File: src/rtl/orls_pkg.sv
// Package for the overwriting ring log store: sizes, codes, item and control types.
package orls_pkg;

  // Store depth and derived widths
  localparam int SLOTS     = 1024;
  localparam int PTR_W     = $clog2(SLOTS);
  localparam int CAP_W     = PTR_W + 1;
  localparam int PORT_W    = 8;
  localparam int PERIOD_W  = 16;
  localparam int DATA_W    = 32;
  localparam int LOOK_W    = 16;
  localparam int REC_W     = PORT_W + PERIOD_W + DATA_W;
  localparam int DIV_CNT_W = $clog2(CAP_W + 1);

  localparam logic [CAP_W-1:0] CAP_MIN = CAP_W'(2);
  localparam logic [CAP_W-1:0] CAP_MAX = CAP_W'(SLOTS);

  // Command codes
  typedef enum logic [1:0] {
    CMD_SAVE  = 2'd0,
    CMD_READ  = 2'd1,
    CMD_LOOK  = 2'd2,
    CMD_CLEAR = 2'd3
  } cmd_t;

  // Controller states
  typedef enum logic [2:0] {
    ST_IDLE,
    ST_EXEC,
    ST_TDIV,
    ST_HCHK,
    ST_HDIV,
    ST_RESULT
  } state_t;

  // One input item
  typedef struct packed {
    logic [1:0]          cmd;
    logic [PORT_W-1:0]   rec_port;
    logic [PERIOD_W-1:0] rec_period;
    logic [DATA_W-1:0]   rec_data;
    logic [PTR_W-1:0]    slot;
    logic [LOOK_W-1:0]   lookback;
  } in_item_t;

  // One result item
  typedef struct packed {
    logic [PORT_W-1:0]   out_port;
    logic [PERIOD_W-1:0] out_period;
    logic [DATA_W-1:0]   out_data;
    logic [PTR_W-1:0]    found_slot;
    logic [PTR_W-1:0]    head_now;
    logic [PTR_W-1:0]    tail_now;
  } out_item_t;

  // Controller to datapath commands
  typedef struct packed {
    logic capture;      // latch the accepted item
    logic mem_we;       // write record at tail
    logic mem_re;       // read record at slot
    logic look_load;    // register the lookback answer
    logic ptr_clear;    // zero both pointers
    logic tail_adv;     // update tail with its advanced value
    logic head_adv;     // update head with its advanced value
    logic adv_from_div; // advanced value comes from the remainder unit
    logic div_start;    // load the remainder unit
    logic div_sel_head; // remainder unit source: head (1) or tail (0)
    logic div_step;     // one remainder step
    logic out_load;     // load the output register
  } ctrl_t;

  // Datapath to controller status
  typedef struct packed {
    cmd_t cmd;
    logic tail_slow;    // tail + 1 exceeds capacity
    logic head_slow;    // head + 1 exceeds capacity
    logic ptr_meet;     // tail equals head
    logic div_done;
    logic out_free;     // output register can take a result
  } status_t;

endpackage

File: src/rtl/orls_ctrl.sv
// Controller: sequences save, read, lookback and clear through the datapath.
module orls_ctrl (
  input  logic              clk,
  input  logic              rst_n,
  input  logic              in_valid,
  output logic              in_ready,
  input  orls_pkg::status_t sts,
  output orls_pkg::ctrl_t   ctl
);

  orls_pkg::state_t state_r, state_nxt;

  always_ff @(posedge clk) begin
    if (!rst_n) begin
      state_r <= orls_pkg::ST_IDLE;
    end else begin
      state_r <= state_nxt;
    end
  end

  // Next state
  always_comb begin
    state_nxt = state_r;
    unique case (state_r)
      orls_pkg::ST_IDLE: begin
        if (in_valid) state_nxt = orls_pkg::ST_EXEC;
      end
      orls_pkg::ST_EXEC: begin
        unique case (sts.cmd)
          orls_pkg::CMD_SAVE:
            state_nxt = sts.tail_slow ? orls_pkg::ST_TDIV : orls_pkg::ST_HCHK;
          default: state_nxt = orls_pkg::ST_RESULT;
        endcase
      end
      orls_pkg::ST_TDIV: begin
        if (sts.div_done) state_nxt = orls_pkg::ST_HCHK;
      end
      orls_pkg::ST_HCHK: begin
        if (sts.ptr_meet && sts.head_slow) begin
          state_nxt = orls_pkg::ST_HDIV;
        end else begin
          state_nxt = orls_pkg::ST_RESULT;
        end
      end
      orls_pkg::ST_HDIV: begin
        if (sts.div_done) state_nxt = orls_pkg::ST_RESULT;
      end
      orls_pkg::ST_RESULT: begin
        if (sts.out_free) state_nxt = orls_pkg::ST_IDLE;
      end
      default: state_nxt = orls_pkg::ST_IDLE;
    endcase
  end

  // Outputs
  always_comb begin
    ctl      = '0;
    in_ready = 1'b0;
    unique case (state_r)
      orls_pkg::ST_IDLE: begin
        in_ready    = 1'b1;
        ctl.capture = in_valid;
      end
      orls_pkg::ST_EXEC: begin
        unique case (sts.cmd)
          orls_pkg::CMD_SAVE: begin
            ctl.mem_we = 1'b1;
            if (sts.tail_slow) begin
              ctl.div_start = 1'b1;
            end else begin
              ctl.tail_adv = 1'b1;
            end
          end
          orls_pkg::CMD_READ:  ctl.mem_re    = 1'b1;
          orls_pkg::CMD_LOOK:  ctl.look_load = 1'b1;
          orls_pkg::CMD_CLEAR: ctl.ptr_clear = 1'b1;
          default: ;
        endcase
      end
      orls_pkg::ST_TDIV: begin
        ctl.div_step = 1'b1;
        if (sts.div_done) begin
          ctl.tail_adv     = 1'b1;
          ctl.adv_from_div = 1'b1;
        end
      end
      orls_pkg::ST_HCHK: begin
        if (sts.ptr_meet) begin
          if (sts.head_slow) begin
            ctl.div_start    = 1'b1;
            ctl.div_sel_head = 1'b1;
          end else begin
            ctl.head_adv = 1'b1;
          end
        end
      end
      orls_pkg::ST_HDIV: begin
        ctl.div_step = 1'b1;
        if (sts.div_done) begin
          ctl.head_adv     = 1'b1;
          ctl.adv_from_div = 1'b1;
        end
      end
      orls_pkg::ST_RESULT: begin
        ctl.out_load = sts.out_free;
      end
      default: ;
    endcase
  end

endmodule

File: config.mk
export PLATFORM = sky130hd
export DESIGN_NAME = orls_ctrl
export DESIGN_NICKNAME = d
export VERILOG_FILES = /design/src/rtl/orls_pkg.sv /design/src/rtl/orls_ctrl.sv
export SDC_FILE = /design/constraint.sdc
export NUM_CORES = 1
export LEC_CHECK = 0
export BUFFER_PORTS_ARGS = -buffer_cell sky130_fd_sc_hd__buf_2
export CAP_MARGIN = 20
export CORE_AREA = 8 8 45 47
export CTS_CLUSTER_SIZE = 14
export DETAILED_ROUTE_END_ITERATION = 6
export DIE_AREA = 0 0 53 55
export GPL_TIMING_DRIVEN = 0
export PLACE_DENSITY_LB_ADDON = 0.05
export RECOVER_POWER = 25
export SLEW_MARGIN = 0
export SYNTH_ARGS = -nofsm -noshare
export SYNTH_HDL_FRONTEND = slang
export SYNTH_SLANG_ARGS = --single-unit
File: constraint.sdc
create_clock -name clk -period 1.3 [get_ports clk]
set_input_delay 0.195 -clock clk [delete_from_list [all_inputs] [get_ports clk]]
set_output_delay 0.195 -clock clk [all_outputs]
set_load 0.05 [all_outputs]
Word level (Yosys, flattened, before mapping)
Index checks and enable logic that the tools add are counted.

operators by class
  multipliers = 0
  mux-type cells = 32
  order comparisons = 0
  shift-type cells = 0
  $add $sub $neg = 0
  reductions and logical operators = 5
  bitwise gates (word level) = 0
  div/mod/pow operators = 0
  eq/ne operators = 12

operators by type and width
  kind                  count
  $mux W1               18
  $pmux W3 S6           1
  $mux W3               5
  $ne A2 B2 Y1 const B  4
  $pmux W1 S2           4
  $eq A3 B2 Y1 const B  2
  $eq A3 B3 Y1 const B  2
  $mux W2               3
  $eq A2 B2 Y1 const B  2
  $mux W4               1
  $reduce_and A4 Y1     1
  $eq A3 B1 Y1 const B  1
  $logic_not A3 Y1      1
  $eq A2 B1 Y1 const B  1
  $logic_not A2 Y1      1
  $reduce_or A2 Y1      1
  $logic_and A1 B1 Y1   1

word-level totals
  memories = 0
  RAM bits = 0
  bits in read-only memories = 0
  bits in registers = 3
  input bits = 10
  bits in latches = 0

Logic depth before layout (Yosys ltp)
Gate-level depths: netlist of run 1.

  word-level depth = 3
  gate-level depth with buffers = 5

Worst setup path before layout of run 1
OpenSTA, ideal clock, no wires.

  kind = flip-flop to output port
  start point = reg state_r[1]
  end point = out ctl[10] (netlist name)
  arrival time = 2.013 ns
  path slack = -0.908 ns
  data required time = 1.105 ns
  stages on the path, launching flop included = 3
  buffers on the path = 1
  cell sequence = dfxtp_1 -> buf_6 -> nor4_1

RTL lines
  item                      line             RTL
  start: declaration        orls_ctrl.sv:11  orls_pkg::state_t state_r, state_nxt;
  start signal: assignment  orls_ctrl.sv:15  state_r <= orls_pkg::ST_IDLE;
  start signal: assignment  orls_ctrl.sv:17  state_r <= state_nxt;
  end: declaration          orls_ctrl.sv:8   output orls_pkg::ctrl_t ctl

==> results.py, run 1 <==
metrics = {
    "run_status": {
        "status": "finished, violations left",
        "violations": "negative setup slack",
    },
    "floorplanning": {
        "start_util": 0.254,
        "die_h_um": 55,
        "io_pins": 23,
        "fp.coreArea_um2": 1380,
        "die_x_um": 53,
        "rows": 14,
        "die_area_um2": 2920,
    },
    "worst_setup_path": {
        "worstSetupEndpoint": "ctl[4]",
        "rrSetupSlack_ns": 0.09,
        "crit_family": "simple AND/OR/NAND/NOR gates",
        "r2r-end": "state_r[0]$_SDFFE_PN0P_",
        "worst-endpoint-required_ns": 1.11,
        "slowest_stage": "dfxtp_4",
        "crit_fanout": 4,
        "cp-startpoint": "state_r[1]$_SDFFE_PN0P_",
        "critical_path_arrival_ns": 1.32,
        "regToRegStartpoint": "state_r[1]$_SDFFE_PN0P_",
        "critical_path_depth": 4,
        "worstPathBufferInverterCount": 1,
        "end_kind": "output port",
        "path_class": "reg2out",
        "crit_chain": "or2b_4 > a21oi_4 > and2_4 > buf_8",
        "slowest_delay_ns": 0.35,
        "r2r_cells": 6,
        "worstSetupStartpointType": "flip-flop",
    },
    "clock_network": {
        "clock_latency_ns": 0.23,
        "htreeDepth": 1,
        "clock-sinks": 3,
        "cts_max_path_buffers": 2,
        "path_clk_slew_ns": 0.04,
        "holdBufCountCts": 0,
        "cts_root_buffer": "clkbuf_4",
        "cts_tree": "yes",
        "cts-buffers-inserted": 3,
    },
    "placement": {
        "dpl.hpwl_um": 927,
        "io_buffers": 22,
        "dpl_cell_area_um2": 573,
        "place.gp.congestion": 0.696,
    },
    "timing": {
        "fin_crit_ns": 1.52,
        "finalHoldViolCount": 0,
        "period_share": 1.17,
        "maxSlewViolCount": 0,
        "grt_setup_unrepaired": "yes",
        "setup_viol": 13,
        "relSlewSlack": 0.800,
        "max_freq_mhz": 660,
        "worst_pin_slew_ns": 0.298,
        "clock_skew_ns": 0.00297,
        "setup_ws_ns": -0.216,
    },
    "route": {
        "num_vias": 468,
        "viasPerCell": 4.59,
        "wl_per_cell_um": 12.4,
        "drt_wl_total_um": 1270,
        "drc_errors": 0,
        "drt_pass1_iterations": 2,
        "drtIter0Drc": 3,
        "ant_nets": 0,
    },
    "global_route": {
        "gr-total-overflow": 0,
        "grt_antenna_before_repair": 0,
        "gr-usage-all-layers": 0.0857,
        "grt_pass1_vias": 465,
        "grt_max_degree": 8,
        "grt_pass1_wl_um": 1900,
    },
    "layout": {
        "antenna_cells": 0,
        "utilization": 0.623,
        "fin_nets": 97,
        "layout_commonest_cell": "buf_6",
        "regMostFlops": "state_r",
        "design_area_um2": 862,
        "layout-drive-gt1-share": 0.767,
        "reg_top3": "state_r x3",
        "final_cell_mix": "buf_6, buf_2, buf_8",
        "largest_reg_flops": 3,
        "area_growth_pct": 145,
    },
    "synthesis": {
        "netlist_instances": 50,
        "ys_seq_area_frac": 0.171,
        "synth_cell_types": 27,
        "synth_warnings": 0,
        "syn_avg_cell_area_um2": 7.03,
        "syn_area_um2": 352,
        "syn_nets": 60,
        "synth-seq-cells": 3,
    },
    "power": {
        "powerDensity_nw_per_um2": 863,
        "p_leak_nw": 0.366,
        "peakVddDrop_v": 0.000725,
    },
    "min_path": {
        "hold_path.class": "in2reg",
    },
    "run": {
        "cap_violations": 0,
    },
}
[power breakdown]
| part | switching [mW] | internal [mW] | leakage (nW) |
|---|---|---|---|
| Clock | 0.0481 | 0.115 | 0.0150 |
| Sequential | 0.00889 | 0.103 | 0.0261 |
| Combinational | 0.262 | 0.207 | 0.325 |
[cell usage after synthesis]
master | count | area [um2]
nor2_1 | 7 | 26.3
a21oi_1 | 5 | 25.0
nand2_1 | 5 | 18.8
dfxtp_1 | 3 | 60.1
inv_1 | 3 | 11.3
nand2b_1 | 3 | 18.8
a21oi_2 | 2 | 17.5
and2_1 | 2 | 12.5
nor3_2 | 2 | 20.0
a21o_1 | 1 | 7.51
a32oi_1 | 1 | 8.76
and2b_1 | 1 | 7.51
and3_1 | 1 | 6.26
buf_2 | 1 | 5.00
buf_4 | 1 | 7.51
buf_6 | 1 | 11.3
nand3_1 | 1 | 5.00
nand4b_1 | 1 | 8.76
nor2b_1 | 1 | 6.26
nor3b_2 | 1 | 12.5
nor4_1 | 1 | 6.26
o21a_1 | 1 | 7.51
o21ai_0 | 1 | 5.00
o22ai_2 | 1 | 12.5
o31ai_1 | 1 | 7.51
o32ai_1 | 1 | 8.76
or2b_1 | 1 | 7.51
[per-layer routing]
layer,vias to the layer above,global-route usage,share of wire
met5,-,0,0
met4,0,0.0388,0
met3,0,0.0294,0.069
met2,11,0.141,0.53
met1,211,0.0986,0.40
li1,246,-,-
[worst min path at each step]
stage | endpoint | cells after the start | start
2_1_floorplan | state_r[2]$_SDFFE_PN0P_ | 1 | rst_n
3_5_place_dp | state_r[2]$_SDFFE_PN0P_ | 2 | rst_n
5_1_grt | state_r[2]$_SDFFE_PN0P_ | 2 | rst_n
6_report | state_r[2]$_SDFFE_PN0P_ | 2 | rst_n
4_1_cts | state_r[2]$_SDFFE_PN0P_ | 2 | rst_n
3_3_place_gp | state_r[2]$_SDFFE_PN0P_ | 2 | rst_n
[logic make-up (layout without fill, tap and decap cells)]
group / count (synthesis) / in the layout / share of synthesized area
flops: 3 / 3 / 0.171
simple gates: 27 / 27 / 0.445
compound gates: 14 / 14 / 0.285
buf+inv: 6 / 42 / 0.0996
[metrics by stage]
step | total power [mW] | setup TNS (ns) | cells | setup WS [ns] | hold WS [ns]
2_1_floorplan | 0.372 | -0.702 | 50 | -0.176 | 0.313
3_3_place_gp | 0.451 | -0.954 | 88 | -0.157 | 0.451
3_5_place_dp | 0.449 | -0.887 | 88 | -0.151 | 0.447
4_1_cts | 0.727 | -2.14 | 99 | -0.253 | 0.200
5_1_grt | 0.792 | -2.84 | 102 | -0.288 | 0.200
6_report | 0.744 | -2.01 | 102 | -0.216 | 0.203
[timing repair]
| item | 4_1_cts | 5_1_grt |
|---|---|---|
| gates resized for setup | 50 | 7 |
| buffers inserted | 7 | 3 |
| setup endpoints to repair | 13 | 13 |
| pin swaps | 7 | 7 |
[area by class of cell]
type	count	area [um2]
clock buffers	4	26.3
fillers	126	522
flip-flops and latches	3	66.3
well taps	16	20.0
plain buffers	3	37.5
repair buffers	32	304
multi-input cells	41	397
inverters	3	11.3
Note: power is estimated with default switching activity, not from simulation.
==> run 2, diff against run 1 <==
Clock period 1.3 ns to 1.7 ns, I/O delays scaled along.
==> run 2 against run 1 <==
Net effect:
- the flow now finishes without violations
- routed wire length fell by 12%
- global-route usage is 0.58 points lower
- clock skew decreased by 0.0012 ns
- sequential share of layout area grew 3.1 points
- sequential power down 25%
- setup slack better by 0.30 ns
- total power fell by 40%
- utilization fell by 21 points
- die area did not move
==> results.py, run 2 (synthesis results as in run 1) <==
metrics = {
    "run_status": {
        "status": "completed",
    },
    "power": {
        "seq_power_share": 0.187,
        "powerDensity_nw_per_um2": 787,
        "combPwrFrac": 0.541,
        "p_clk_frac": 0.272,
        "p_total_mw": 0.448,
        "peakVddDrop_v": 0.000474,
        "p_int_mw": 0.246,
        "p_leak_nw": 0.272,
        "netSwitchingFraction": 0.450,
        "switching_power_mw": 0.202,
    },
    "run": {
        "cap_violations": 0,
    },
    "layout": {
        "regMostFlops": "state_r",
        "area_growth_pct": 61.9,
        "layout_commonest_cell": "buf_2",
        "reg_top3": "state_r x3",
        "final_cell_mix": "buf_2, clkbuf_4, nor2_1",
        "fin_nets": 87,
        "antenna_cells": 0,
        "largest_reg_flops": 3,
        "utilization": 0.411,
        "layout-drive-gt1-share": 0.539,
    },
    "placement": {
        "place.gp.congestion": 0.642,
        "dp_slack_ns": 0.229,
        "io_buffers": 22,
        "dpl.hpwl_um": 892,
    },
    "clock_network": {
        "path_clk_slew_ns": 0.04,
        "cts_root_buffer": "clkbuf_4",
        "cts_tree": "yes",
        "clock_latency_ns": 0.23,
        "cts_max_path_buffers": 2,
        "clock-sinks": 3,
        "postCtsSetupBuffers": 0,
        "htreeDepth": 1,
        "cts-buffers-inserted": 3,
    },
    "global_route": {
        "grt_pass1_wl_um": 1750,
        "grt_pass1_vias": 388,
        "grt_max_degree": 11,
        "gr-usage-all-layers": 0.0799,
        "grt_antenna_before_repair": 0,
        "gr-total-overflow": 0,
    },
    "min_path": {
        "hold_path.class": "in2reg",
    },
    "route": {
        "drc_errors": 0,
        "viasPerCell": 4.76,
        "drtIter0Drc": 1,
        "num_vias": 438,
        "drt_wl_total_um": 1120,
        "drt_pass1_iterations": 2,
        "wl_per_cell_um": 12.1,
        "ant_nets": 0,
    },
    "timing": {
        "worst_pin_slew_ns": 0.263,
        "finalHoldViolCount": 0,
        "relSlewSlack": 0.824,
        "clock_skew_ns": 0.00178,
        "setup_viol": 0,
        "fin_crit_ns": 1.62,
        "setup_ws_ns": 0.0840,
        "period_share": 0.951,
        "max_freq_mhz": 619,
        "maxSlewViolCount": 0,
    },
    "worst_setup_path": {
        "slowest_delay_ns": 0.30,
        "end_kind": "output port",
        "crit_family": "buffers and inverters",
        "worst-endpoint-required_ns": 1.44,
        "crit_fanout": 10,
        "worstSetupStartpointType": "flip-flop",
        "slowest_stage": "dfxtp_1",
        "crit_chain": "buf_4 > nand2b_1 > a21oi_4 > and2_2 > buf_4",
        "worstPathBufferInverterCount": 2,
        "cpMostUsedCell": "buf_4",
        "path_class": "reg2out",
        "critical_path_arrival_ns": 1.36,
    },
    "floorplanning": {
        "rows": 14,
        "io_pins": 23,
        "die_x_um": 53,
        "die_h_um": 55,
        "start_util": 0.254,
        "die_area_um2": 2920,
        "fp.coreArea_um2": 1380,
    },
}
## run 2: worst paths after layout
check | from | endpoint | slack (ns) | cells after the start
worst max register to register | state_r[2]$_SDFFE_PN0P_ | state_r[0]$_SDFFE_PN0P_ | 0.63 | 5
worst min register to register | state_r[2]$_SDFFE_PN0P_ | state_r[1]$_SDFFE_PN0P_ | 0.60 | 2
worst max-delay path | state_r[2]$_SDFFE_PN0P_ | ctl[4] | 0.08 | 5
worst min-delay path | rst_n | state_r[2]$_SDFFE_PN0P_ | 0.27 | 2
## run 2: final cells by class
cell class,instances,area (um2)
buffer,3,26.3
clock buffer,4,26.3
fill,159,815
inverter,3,11.3
multi-input combinational,41,299
sequential,3,61.3
tap,16,20.0
timing repair buffer,22,125
## run 2: repair_timing
item / CTS / global route
hold buffers: 0 / 0
pin swaps: 0 / 0
gates resized for setup: 1 / 10
setup endpoints to repair: 1 / 8
## run 2: per-layer routing
layer / wire (um) / part of all wire / vias up / track usage
met5: 0 / 0 / - / 0
met4: 0 / 0 / 0 / 0.0517
met3: 80 / 0.072 / 0 / 0.0267
met2: 529 / 0.47 / 10 / 0.119
met1: 507 / 0.45 / 196 / 0.0962
li1: - / - / 232 / -
## run 2: worst register-to-register path, cell delays in order (launching register included)
cell     delay (ns)
dfxtp_1        0.30
buf_4          0.17
nand2_1        0.10
o21ai_0        0.09
o31ai_1        0.25
a21oi_2        0.05
## run 2: power by group through the flow
stage / sequential (mW) / combinational, mW / clock, mW
final: 0.0839 / 0.242 / 0.122
after global routing: 0.0846 / 0.261 / 0.134
after CTS: 0.0831 / 0.237 / 0.131
after detailed placement: 0.0841 / 0.236 / 0
after global placement: 0.0843 / 0.237 / 0
after floorplan: 0.0830 / 0.183 / 0
## run 2: per-stage QoR
step                      instances  instance area [um2]  hold slack [ns]  setup TNS [ns]
final                            92                  569            0.271               0
after global routing             92                  569            0.265        -0.00317
after CTS                        92                  544            0.256               0
after detailed placement         88                  515            0.502               0
after global placement           88                  515            0.497               0
after floorplan                  50                  385            0.373               0
